## src/rtl/hbr_pkg.sv

```systemverilog
// ----------------------------------------------------------------------------
// hbr_pkg
// Types and fixed constants shared by the hue band recolor pipeline.
// ----------------------------------------------------------------------------
package hbr_pkg;

   // Configuration register indexes.
   localparam int CSR_IDX_W = 2;
   localparam logic [CSR_IDX_W-1:0] CSR_BAND_LOW  = 2'd0;
   localparam logic [CSR_IDX_W-1:0] CSR_BAND_HIGH = 2'd1;
   localparam logic [CSR_IDX_W-1:0] CSR_TARGET    = 2'd2;

   localparam int CFG_W = 15;
   localparam logic [CFG_W-1:0] BAND_LOW_RESET  = 15'd960;
   localparam logic [CFG_W-1:0] BAND_HIGH_RESET = 15'd2880;
   localparam logic [CFG_W-1:0] TARGET_RESET    = 15'd12480;

   // Reciprocals for exact floor division by 60 and by 360 over the
   // value ranges that reach them (below 2^14 and 2^15 respectively).
   localparam logic [14:0] RECIP_60        = 15'd17477;
   localparam int          RECIP_60_SHIFT  = 20;
   localparam logic [15:0] RECIP_360       = 16'd46604;
   localparam int          RECIP_360_SHIFT = 24;

   // Which channel holds the maximum; ties go red first, then green.
   typedef enum logic [1:0] {
      SEL_RED,
      SEL_GREEN,
      SEL_BLUE
   } sel_type;

   // Sixty-degree hue sectors of the replacement hue.
   typedef enum logic [2:0] {
      SEC_RED_YELLOW,
      SEC_YELLOW_GREEN,
      SEC_GREEN_CYAN,
      SEC_CYAN_BLUE,
      SEC_BLUE_MAGENTA,
      SEC_MAGENTA_RED
   } sector_type;

   typedef struct packed {
      logic [7:0] blue_in;
      logic [7:0] green_in;
      logic [7:0] red_in;
      logic [7:0] alpha_in;
      logic       frame_end_in;
   } req_type;

   typedef struct packed {
      logic [7:0] blue_out;
      logic [7:0] green_out;
      logic [7:0] red_out;
      logic [7:0] alpha_out;
      logic       recolored;
      logic       frame_end_out;
   } rsp_type;

   // Per-pixel context that travels down the pipeline with the pixel.
   typedef struct packed {
      req_type    px;
      logic [7:0] mx;
      logic [7:0] mn;
      sel_type    sel;
      logic       neg;
      logic       gray;
   } ctx_type;

endpackage

```

## src/rtl/hbr_div.sv

```systemverilog
// ----------------------------------------------------------------------------
// hbr_div
// Pipelined restoring divider, one quotient bit per stage. Divides the
// hue numerator by the channel spread (max - min) of the pixel context.
// ----------------------------------------------------------------------------
module hbr_div #(
   parameter int QUO_W = 12
) (
   input  logic              clock,
   input  logic              reset,
   input  logic              in_valid,
   output logic              in_ready,
   input  hbr_pkg::ctx_type  in_ctx,
   input  logic [7:0]        in_rem,
   input  logic [QUO_W-1:0]  in_num,
   output logic              out_valid,
   input  logic              out_ready,
   output hbr_pkg::ctx_type  out_ctx,
   output logic [QUO_W-1:0]  out_quo,
   output logic [7:0]        out_rem
);

   logic             stage_valid [QUO_W];
   logic             stage_ready [QUO_W];
   hbr_pkg::ctx_type stage_ctx   [QUO_W];
   logic [7:0]       stage_rem   [QUO_W];
   logic [QUO_W-1:0] stage_nq    [QUO_W];

   genvar i;
   generate
      for (i = 0; i < QUO_W; i++) begin : g_step
         logic             src_valid;
         hbr_pkg::ctx_type src_ctx;
         logic [7:0]       src_rem;
         logic [QUO_W-1:0] src_nq;
         logic             down_ready;
         logic [8:0]       rem_sh;
         logic [8:0]       div_ext;
         logic             take;
         logic [7:0]       rem_in;
         logic [QUO_W-1:0] nq_in;
         logic             valid_ff;
         hbr_pkg::ctx_type ctx_ff;
         logic [7:0]       rem_ff;
         logic [QUO_W-1:0] nq_ff;

         if (i == 0) begin : g_first
            assign src_valid = in_valid;
            assign src_ctx   = in_ctx;
            assign src_rem   = in_rem;
            assign src_nq    = in_num;
         end else begin : g_next
            assign src_valid = stage_valid[i-1];
            assign src_ctx   = stage_ctx[i-1];
            assign src_rem   = stage_rem[i-1];
            assign src_nq    = stage_nq[i-1];
         end

         if (i == QUO_W - 1) begin : g_last
            assign down_ready = out_ready;
         end else begin : g_mid
            assign down_ready = stage_ready[i+1];
         end

         // The numerator bits shift out at the top while quotient bits
         // shift in at the bottom, so the word ends up as the quotient.
         assign rem_sh  = {src_rem, src_nq[QUO_W-1]};
         assign div_ext = {1'b0, src_ctx.mx - src_ctx.mn};
         assign take    = (rem_sh >= div_ext);
         assign rem_in  = take ? 8'(rem_sh - div_ext) : rem_sh[7:0];
         assign nq_in   = {src_nq[QUO_W-2:0], take};

         assign stage_ready[i] = ~valid_ff | down_ready;

         always_ff @(posedge clock) begin
            if (reset) begin
               valid_ff <= 1'b0;
            end else if (stage_ready[i]) begin
               valid_ff <= src_valid;
            end
         end

         always_ff @(posedge clock) begin
            if (stage_ready[i]) begin
               ctx_ff <= src_ctx;
               rem_ff <= rem_in;
               nq_ff  <= nq_in;
            end
         end

         assign stage_valid[i] = valid_ff;
         assign stage_ctx[i]   = ctx_ff;
         assign stage_rem[i]   = rem_ff;
         assign stage_nq[i]    = nq_ff;
      end
   endgenerate

   assign in_ready  = stage_ready[0];
   assign out_valid = stage_valid[QUO_W-1];
   assign out_ctx   = stage_ctx[QUO_W-1];
   assign out_quo   = stage_nq[QUO_W-1];
   assign out_rem   = stage_rem[QUO_W-1];

endmodule

```

## src/rtl/hue_band_recolor.sv

```systemverilog
// ----------------------------------------------------------------------------
// hue_band_recolor
// Per-pixel HSL hue band replacement on a BGRA pixel stream.
// ----------------------------------------------------------------------------
// The block takes one pixel per clock and returns one pixel per clock while
// the result side is not stalled, in order. QB = clog2(60 * 2^HUE_FRAC_BITS + 1)
// is the number of stages of the pipelined hue divider (12 stages at the
// default of six fraction bits). The divider, which produces one quotient bit
// per stage, sets the depth. Every stage holds its own valid bit, so bubbles
// close up and a stall on the result side does not stop input until the
// pipeline is full. Configuration writes are taken in any cycle but must only
// be issued while no pixel is in flight; after a write the replacement-hue
// decode settles through its product, degree, sector and multiplier registers.
// ----------------------------------------------------------------------------
module hue_band_recolor #(
   parameter int HUE_FRAC_BITS = 6
) (
   input  logic                            clock,
   input  logic                            reset,
   input  logic                            req_valid,
   output logic                            req_ready,
   input  hbr_pkg::req_type                req_data,
   output logic                            rsp_valid,
   input  logic                            rsp_ready,
   output hbr_pkg::rsp_type                rsp_data,
   input  logic                            csr_valid,
   output logic                            csr_ready,
   input  logic [hbr_pkg::CSR_IDX_W-1:0]   csr_index,
   input  logic [hbr_pkg::CFG_W-1:0]       csr_wdata
);

   localparam int HUE_ONE   = 1 << HUE_FRAC_BITS;
   localparam int HUE_SIXTY = 60 * HUE_ONE;
   localparam int HUE_FULL  = 360 * HUE_ONE;
   localparam int QB        = $clog2(HUE_SIXTY + 1);
   localparam int NB        = QB + 8;
   localparam int HW        = $clog2(HUE_FULL);
   localparam int HW1       = HW + 1;
   localparam int CMPW      = (HW > hbr_pkg::CFG_W) ? HW : hbr_pkg::CFG_W;
   localparam int MPW       = QB + 8;

   localparam logic [HW:0]   HUE_FULL_W = HW1'(HUE_FULL);
   localparam logic [HW:0]   HUE_120_W  = HW1'(120 * HUE_ONE);
   localparam logic [HW:0]   HUE_240_W  = HW1'(240 * HUE_ONE);
   localparam logic [QB-1:0] SIXTY_Q    = QB'(HUE_SIXTY);
   localparam logic [14:0]   FRAC_MASK  = 15'(HUE_ONE - 1);

   // ------------------------------------------------------------------
   // Configuration registers
   // ------------------------------------------------------------------
   logic [hbr_pkg::CFG_W-1:0] band_low_ff;
   logic [hbr_pkg::CFG_W-1:0] band_high_ff;
   logic [hbr_pkg::CFG_W-1:0] target_ff;

   assign csr_ready = 1'b1;

   always_ff @(posedge clock) begin
      if (reset) begin
         band_low_ff  <= hbr_pkg::BAND_LOW_RESET;
         band_high_ff <= hbr_pkg::BAND_HIGH_RESET;
         target_ff    <= hbr_pkg::TARGET_RESET;
      end else if (csr_valid && csr_ready) begin
         case (csr_index)
            hbr_pkg::CSR_BAND_LOW:  band_low_ff  <= csr_wdata;
            hbr_pkg::CSR_BAND_HIGH: band_high_ff <= csr_wdata;
            hbr_pkg::CSR_TARGET:    target_ff    <= csr_wdata;
            default: ;
         endcase
      end
   end

   // ------------------------------------------------------------------
   // Replacement hue decode: sector and position inside the sector.
   // Runs every cycle from the static target register.
   // ------------------------------------------------------------------
   logic [14:0]         tgt_deg;
   logic [30:0]         kprod_ff;
   logic [6:0]          turns;
   logic [8:0]          tdeg_in;
   logic [8:0]          tdeg_ff;
   logic [2:0]          sec_in;
   logic [5:0]          pofs;
   logic [QB-1:0]       ppos_in;
   hbr_pkg::sector_type sec_ff;
   logic [QB-1:0]       ppos_ff;
   logic [QB-1:0]       pmul_ff;

   assign tgt_deg = 15'(target_ff >> HUE_FRAC_BITS);
   assign turns   = 7'(kprod_ff >> hbr_pkg::RECIP_360_SHIFT);
   assign tdeg_in = 9'(tgt_deg - 15'(turns) * 15'd360);

   always_comb begin
      sec_in = 3'(tdeg_ff >= 9'd60) + 3'(tdeg_ff >= 9'd120) + 3'(tdeg_ff >= 9'd180)
             + 3'(tdeg_ff >= 9'd240) + 3'(tdeg_ff >= 9'd300);
      pofs    = 6'(tdeg_ff - 9'(sec_in) * 9'd60);
      ppos_in = QB'((QB'(pofs) << HUE_FRAC_BITS) | QB'(target_ff & FRAC_MASK));
   end

   always_ff @(posedge clock) begin
      kprod_ff <= 31'(tgt_deg) * 31'(hbr_pkg::RECIP_360);
      tdeg_ff  <= tdeg_in;
      sec_ff   <= hbr_pkg::sector_type'(sec_in);
      ppos_ff  <= ppos_in;
      // Odd sectors run the middle channel downward.
      pmul_ff  <= sec_ff[0] ? SIXTY_Q - ppos_ff : ppos_ff;
   end

   // ------------------------------------------------------------------
   // Stage A: max, min, dominant channel and hue numerator sign.
   // ------------------------------------------------------------------
   logic             a_ready;
   logic             a_valid_ff;
   hbr_pkg::ctx_type a_ctx_in;
   hbr_pkg::ctx_type a_ctx_ff;
   logic [7:0]       a_absn_in;
   logic [7:0]       a_absn_ff;
   logic [8:0]       a_n9;
   logic [7:0]       red_v;
   logic [7:0]       green_v;
   logic [7:0]       blue_v;

   always_comb begin
      red_v   = req_data.red_in;
      green_v = req_data.green_in;
      blue_v  = req_data.blue_in;
      a_ctx_in.px = req_data;
      a_ctx_in.mx = red_v;
      if (green_v > a_ctx_in.mx) a_ctx_in.mx = green_v;
      if (blue_v > a_ctx_in.mx) a_ctx_in.mx = blue_v;
      a_ctx_in.mn = red_v;
      if (green_v < a_ctx_in.mn) a_ctx_in.mn = green_v;
      if (blue_v < a_ctx_in.mn) a_ctx_in.mn = blue_v;
      if (a_ctx_in.mx == red_v) begin
         a_ctx_in.sel = hbr_pkg::SEL_RED;
      end else if (a_ctx_in.mx == green_v) begin
         a_ctx_in.sel = hbr_pkg::SEL_GREEN;
      end else begin
         a_ctx_in.sel = hbr_pkg::SEL_BLUE;
      end
      case (a_ctx_in.sel)
         hbr_pkg::SEL_RED:   a_n9 = {1'b0, green_v} - {1'b0, blue_v};
         hbr_pkg::SEL_GREEN: a_n9 = {1'b0, blue_v} - {1'b0, red_v};
         default:            a_n9 = {1'b0, red_v} - {1'b0, green_v};
      endcase
      a_ctx_in.neg  = a_n9[8];
      a_ctx_in.gray = (a_ctx_in.mx == a_ctx_in.mn);
      a_absn_in     = a_n9[8] ? 8'(-a_n9) : a_n9[7:0];
   end

   // ------------------------------------------------------------------
   // Stage B: scale the numerator by sixty degrees.
   // ------------------------------------------------------------------
   logic             b_ready;
   logic             b_valid_ff;
   hbr_pkg::ctx_type b_ctx_ff;
   logic [NB-1:0]    b_num_in;
   logic [7:0]       b_rem_ff;
   logic [QB-1:0]    b_low_ff;

   assign b_num_in = NB'(a_absn_ff) * NB'(HUE_SIXTY);

   // ------------------------------------------------------------------
   // Divider and stages after it
   // ------------------------------------------------------------------
   logic             div_in_ready;
   logic             div_valid;
   hbr_pkg::ctx_type div_ctx;
   logic [QB-1:0]    div_quo;
   logic [7:0]       div_rem;

   logic             h_ready;
   logic             h_valid_ff;
   hbr_pkg::ctx_type h_ctx_ff;
   logic [HW:0]      h_base;
   logic [QB:0]      h_qc;
   logic [HW:0]      h_sum;
   logic [HW-1:0]    h_hue_in;
   logic [HW-1:0]    h_hue_ff;

   logic             c_ready;
   logic             c_valid_ff;
   hbr_pkg::ctx_type c_ctx_ff;
   logic             c_band_in;
   logic             c_band_ff;

   logic             m_ready;
   logic             m_valid_ff;
   hbr_pkg::ctx_type m_ctx_ff;
   logic             m_band_ff;
   logic [MPW-1:0]   m_prod;
   logic [13:0]      m_y_in;
   logic [13:0]      m_y_ff;

   logic             r_ready;
   logic             r_valid_ff;
   hbr_pkg::ctx_type r_ctx_ff;
   logic             r_band_ff;
   logic [28:0]      r_prod;
   logic [7:0]       r_x_in;
   logic [7:0]       r_x_ff;

   logic             o_ready;
   logic             o_valid_ff;
   hbr_pkg::rsp_type o_rsp_in;
   hbr_pkg::rsp_type o_rsp_ff;
   logic [7:0]       o_mid;

   assign o_ready   = ~o_valid_ff | rsp_ready;
   assign r_ready   = ~r_valid_ff | o_ready;
   assign m_ready   = ~m_valid_ff | r_ready;
   assign c_ready   = ~c_valid_ff | m_ready;
   assign h_ready   = ~h_valid_ff | c_ready;
   assign b_ready   = ~b_valid_ff | div_in_ready;
   assign a_ready   = ~a_valid_ff | b_ready;
   assign req_ready = a_ready;

   hbr_div #(
      .QUO_W (QB)
   ) u_div (
      .clock     (clock),
      .reset     (reset),
      .in_valid  (b_valid_ff),
      .in_ready  (div_in_ready),
      .in_ctx    (b_ctx_ff),
      .in_rem    (b_rem_ff),
      .in_num    (b_low_ff),
      .out_valid (div_valid),
      .out_ready (h_ready),
      .out_ctx   (div_ctx),
      .out_quo   (div_quo),
      .out_rem   (div_rem)
   );

   // Hue assembly. A negative offset takes the floor, so a nonzero
   // remainder adds one to the magnitude being subtracted.
   always_comb begin
      case (div_ctx.sel)
         hbr_pkg::SEL_RED:   h_base = div_ctx.neg ? HUE_FULL_W : '0;
         hbr_pkg::SEL_GREEN: h_base = HUE_120_W;
         default:            h_base = HUE_240_W;
      endcase
      h_qc     = {1'b0, div_quo} + (QB+1)'(div_rem != 8'd0);
      h_sum    = div_ctx.neg ? h_base - HW1'(h_qc) : h_base + HW1'(div_quo);
      h_hue_in = div_ctx.gray ? '0 : h_sum[HW-1:0];
   end

   assign c_band_in = (h_ctx_ff.px.alpha_in != 8'd0)
                   && (CMPW'(h_hue_ff) >= CMPW'(band_low_ff))
                   && (CMPW'(h_hue_ff) <= CMPW'(band_high_ff));

   assign m_prod = MPW'(c_ctx_ff.mx - c_ctx_ff.mn) * MPW'(pmul_ff);
   assign m_y_in = 14'(m_prod >> HUE_FRAC_BITS);
   assign r_prod = 29'(m_y_ff) * 29'(hbr_pkg::RECIP_60);
   assign r_x_in = 8'(r_prod >> hbr_pkg::RECIP_60_SHIFT);

   always_comb begin
      o_mid = r_ctx_ff.mn + r_x_ff;
      o_rsp_in.alpha_out     = r_ctx_ff.px.alpha_in;
      o_rsp_in.frame_end_out = r_ctx_ff.px.frame_end_in;
      o_rsp_in.recolored     = r_band_ff;
      if (r_band_ff) begin
         case (sec_ff)
            hbr_pkg::SEC_RED_YELLOW: begin
               o_rsp_in.red_out   = r_ctx_ff.mx;
               o_rsp_in.green_out = o_mid;
               o_rsp_in.blue_out  = r_ctx_ff.mn;
            end
            hbr_pkg::SEC_YELLOW_GREEN: begin
               o_rsp_in.red_out   = o_mid;
               o_rsp_in.green_out = r_ctx_ff.mx;
               o_rsp_in.blue_out  = r_ctx_ff.mn;
            end
            hbr_pkg::SEC_GREEN_CYAN: begin
               o_rsp_in.red_out   = r_ctx_ff.mn;
               o_rsp_in.green_out = r_ctx_ff.mx;
               o_rsp_in.blue_out  = o_mid;
            end
            hbr_pkg::SEC_CYAN_BLUE: begin
               o_rsp_in.red_out   = r_ctx_ff.mn;
               o_rsp_in.green_out = o_mid;
               o_rsp_in.blue_out  = r_ctx_ff.mx;
            end
            hbr_pkg::SEC_BLUE_MAGENTA: begin
               o_rsp_in.red_out   = o_mid;
               o_rsp_in.green_out = r_ctx_ff.mn;
               o_rsp_in.blue_out  = r_ctx_ff.mx;
            end
            default: begin
               o_rsp_in.red_out   = r_ctx_ff.mx;
               o_rsp_in.green_out = r_ctx_ff.mn;
               o_rsp_in.blue_out  = o_mid;
            end
         endcase
      end else begin
         o_rsp_in.red_out   = r_ctx_ff.px.red_in;
         o_rsp_in.green_out = r_ctx_ff.px.green_in;
         o_rsp_in.blue_out  = r_ctx_ff.px.blue_in;
      end
   end

   // ------------------------------------------------------------------
   // Stage valid bits
   // ------------------------------------------------------------------
   always_ff @(posedge clock) begin
      if (reset) begin
         a_valid_ff <= 1'b0;
         b_valid_ff <= 1'b0;
         h_valid_ff <= 1'b0;
         c_valid_ff <= 1'b0;
         m_valid_ff <= 1'b0;
         r_valid_ff <= 1'b0;
         o_valid_ff <= 1'b0;
      end else begin
         if (a_ready) a_valid_ff <= req_valid;
         if (b_ready) b_valid_ff <= a_valid_ff;
         if (h_ready) h_valid_ff <= div_valid;
         if (c_ready) c_valid_ff <= h_valid_ff;
         if (m_ready) m_valid_ff <= c_valid_ff;
         if (r_ready) r_valid_ff <= m_valid_ff;
         if (o_ready) o_valid_ff <= r_valid_ff;
      end
   end

   // ------------------------------------------------------------------
   // Stage payloads
   // ------------------------------------------------------------------
   always_ff @(posedge clock) begin
      if (a_ready) begin
         a_ctx_ff  <= a_ctx_in;
         a_absn_ff <= a_absn_in;
      end
      if (b_ready) begin
         b_ctx_ff <= a_ctx_ff;
         b_rem_ff <= b_num_in[NB-1:QB];
         b_low_ff <= b_num_in[QB-1:0];
      end
      if (h_ready) begin
         h_ctx_ff <= div_ctx;
         h_hue_ff <= h_hue_in;
      end
      if (c_ready) begin
         c_ctx_ff  <= h_ctx_ff;
         c_band_ff <= c_band_in;
      end
      if (m_ready) begin
         m_ctx_ff  <= c_ctx_ff;
         m_band_ff <= c_band_ff;
         m_y_ff    <= m_y_in;
      end
      if (r_ready) begin
         r_ctx_ff  <= m_ctx_ff;
         r_band_ff <= m_band_ff;
         r_x_ff    <= r_x_in;
      end
      if (o_ready) begin
         o_rsp_ff <= o_rsp_in;
      end
   end

   assign rsp_valid = o_valid_ff;
   assign rsp_data  = o_rsp_ff;

endmodule

```

## config.mk

```make
export PLATFORM = sky130hd
export DESIGN_NAME = hue_band_recolor
export DESIGN_NICKNAME = d
export VERILOG_FILES = /design/src/rtl/hbr_pkg.sv /design/src/rtl/hbr_div.sv /design/src/rtl/hue_band_recolor.sv
export SDC_FILE = /design/constraint.sdc
export NUM_CORES = 2
export LEC_CHECK = 0
export BUFFER_PORTS_ARGS = -buffer_cell sky130_fd_sc_hd__buf_4
export CORE_ASPECT_RATIO = 2
export CORE_UTILIZATION = 59
export CTS_CLUSTER_DIAMETER = 100
export DETAILED_ROUTE_END_ITERATION = 12
export PLACE_DENSITY = 0.77
export SLEW_MARGIN = 0
export SYNTH_ARGS = -nofsm -noshare
export SYNTH_HDL_FRONTEND = slang
export SYNTH_SLANG_ARGS = --single-unit
```

## constraint.sdc

```tcl
create_clock -name clock -period 20.9 [get_ports clock]
set_clock_uncertainty 0.1 [all_clocks]
set_input_delay 1.045 -clock clock [delete_from_list [all_inputs] [get_ports clock]]
set_output_delay 1.045 -clock clock [all_outputs]
set_load 0.03 [all_outputs]
```

==> reports/metrics.yaml <==
run_status:
  outcome: "complete, no violations"
yosys:
  seq_area_frac_synth_pct: 63.1
  synthesis.area_sq_um: 60900
  synth_ff_type: "edfxtp_1"
  synth-edff-count: 1212
  syn_nets: 5085
  avgSynthCellArea_sq_um: 13.9
  synth.top_cell.area_share_pct: 59.7
  netlist_instances: 4371
  async_reset_ff_share_pct: 0
  synthTopCellsByArea: "edfxtp_1 60%, ha_1 10%, fa_1 5.2%, inv_1 3.4%, dfxtp_1 3.3%"
  ys_warn_count: 0
  synth_top_area_cell: "edfxtp_1"
  synth_seq_cells: 1313
  yosysUniqueCellTypes: 80
floorplan:
  die-area_sq_um: 105000
  start_util_pct: 59.5
  core_area_sq_um: 102000
  ios: 92
  die_h_um: 456
  num_rows: 166
  die_w_um: 229
route:
  first_pass_iters: 5
  vias: 32757
  drtIter0Drc: 1377
  drc: 0
  drtAntennaViolNets: 0
  post_drt_wl_per_cell_um: 19.4
  avgViaCountPerCell: 5.49
  finalWirelength_um: 116000
timing:
  setup_tns_ns: 0
  hold_viol: 0
  whs_ns: 0.228
  worst_slew_pin_slew_ns: 1.19
  fmax_mhz: 129
  slew_violations: 0
  min_period_ns: 7.73
  setup_viol: 0
  rsz0062_at_grt: "no"
  finalCritPeriodShare_pct: 37.0
  slew_headroom_pct: 20.2
critical_path:
  cp-start-kind: "flip-flop"
  path_max_fanout: 13
  max_stage_delay_ns: 0.56
  cp_slowest_cell: "fa_1"
  path_common_cell: "fa_1"
  crit_path_end_kind: "flip-flop"
  required_ns: 21.27
  arrival_ns: 8.11
  crit_type: "reg -> reg"
hold_path:
  min_path_type: "reg -> reg"
clock_network:
  cts_hold_buf: 0
  cts_setup_buffers: 0
  cts.repair.resized: 0
  cts_max_level: 3
  clk_pin_slew_ns: 0.07
  cts_tree: "built"
  cts_inserted_buffers: 105
  clockBufferDepth: 3
  clock_sinks: 1313
  cts-root-buf: "clkbuf_16"
  worstSkewPairLatency_ns: 0.72
finish:
  final_nets: 5245
  seqCellArea_sq_um: 38400
  drive_gt1_share_pct: 7.66
  nFillCells: 7239
  area_growth_pct: 9.77
  mostFrequentLayoutCells: "1,212 x edfxtp_1, 542 x inv_1, 500 x ha_1"
  final_cell_count_no_fill: 5965
  final_common_cell: "edfxtp_1"
  multi_input_area_sq_um: 20200
  antenna_cells: 0
global_routing:
  grt_start_max_net_pins: 72
  gr-total-overflow: 0
  grt.total_usage_pct: 22.6
  first_global_vias: 35247
  grt_pass1_wl_um: 179000
  antenna_found_initial: 0
place:
  place.gp.congestion: 0.946
  dp_cells: 5768
  portBuffers: 90
  dp_hpwl_um: 86600
flow_run:
  maxCapViolations: 0
-- Yosys cell counts (12+ instances only) --
master and count:
o31ai_1 12, nand2b_1 47, nor2b_1 42, dfxtp_1 101, nor2_1 238, nand2_1 277
and2_1 55, ha_1 500, a21oi_1 247, xnor2_1 183, inv_1 549, clkbuf_1 60
o21bai_1 52, fa_1 159, nand3_1 31, mux2i_1 33, a21boi_0 13, a211oi_1 17
edfxtp_1 1212, o21a_1 22, xor2_1 79, o21ai_0 159, mux2_2 27, nor3_1 18
a21o_1 53, a211o_1 14, nand4_1 30
-- worst max-delay path: cells and delay by family, from the launching register on --
kind / cells / cell delay, ns
DFF: 1 / 0.41
xor gates and xnor gates: 1 / 0.16
buffers and inverters: 4 / 0.23
adders and majority gates: 8 / 3.38
and+or+nand+nor: 5 / 0.73
AOI/OAI and AO/OA: 11 / 2.46
-- final timing paths --
check	slack, ns	from	depth (start not counted)	endpoint
min reg2reg	0.23	tdeg_ff[1]	0	ppos_ff[7]
min	0.23	tdeg_ff[1]	0	ppos_ff[7]
max reg2reg	13.17	c_ctx_ff[12]	29	m_y_ff[13]
max	13.17	c_ctx_ff[12]	29	m_y_ff[13]
-- sequential cells by signal (all words and copies together) (netlist names), 34 cells and up --
signal	cells
u_div.g_step.ctx_ff	530
u_div.g_step.nq_ff	62
u_div.out_ctx	53
a_ctx_ff	53
c_ctx_ff	49
rsp_data	34
u_div.g_step.src_ctx	53
r_ctx_ff	40
m_ctx_ff	49
u_div.g_step.rem_ff	80
h_ctx_ff	49
b_ctx_ff	53
-- per-layer routing --
| layer | vias up | part of all wire, % | global-route usage (%) |
|---|---|---|---|
| li1 | 15753 | - | - |
| met1 | 15915 | 30 | 17.8 |
| met2 | 698 | 58 | 46.2 |
| met3 | 391 | 2.8 | 2.99 |
| met4 | 0 | 9.3 | 19.3 |
| met5 | - | 0 | 0 |
-- stage by stage --
| stage | util, % | cell area (sq um) | setup WS [ns] |
|---|---|---|---|
| finish | 65.3 | 66900 | 13.17 |
| global route | 65.3 | 66900 | 12.66 |
| CTS | 65.3 | 66900 | 13.12 |
| detailed placement | 61.8 | 63300 | 13.19 |
| global placement | 61.8 | 63300 | 13.32 |
| floorplan | - | 60900 | 12.13 |
-- logic make-up (layout without fill, tap and decap cells) --
| kind of cell | after synthesis | after routing | share of synthesized area [%] |
|---|---|---|---|
| AO/OA/AOI/OAI | 664 | 664 | 6.75 |
| XOR/XNOR | 262 | 262 | 3.77 |
| adder cells (fa/ha/maj) | 659 | 659 | 15.5 |
| buffers and inverters | 621 | 871 | 3.88 |
| flip-flops | 1313 | 1313 | 63.1 |
| multiplexers | 61 | 61 | 1.06 |
| other | 1 | 1 | 0.00616 |
| AND/OR/NAND/NOR | 790 | 790 | 5.98 |
-- cell type report --
class | instances | share of cell area (%)
multi-input combinational | 2437 | 30.2
tap | 1344 | 2.51
sequential | 1313 | 57.5
inverter | 549 | 3.08
timing repair buffer | 125 | 1.40
clock inverter | 70 | 1.23
clock buffer | 127 | 4.13
Power is not shown: default switching activity piles up to over one toggle a cycle in this logic, so the estimate is an artifact.
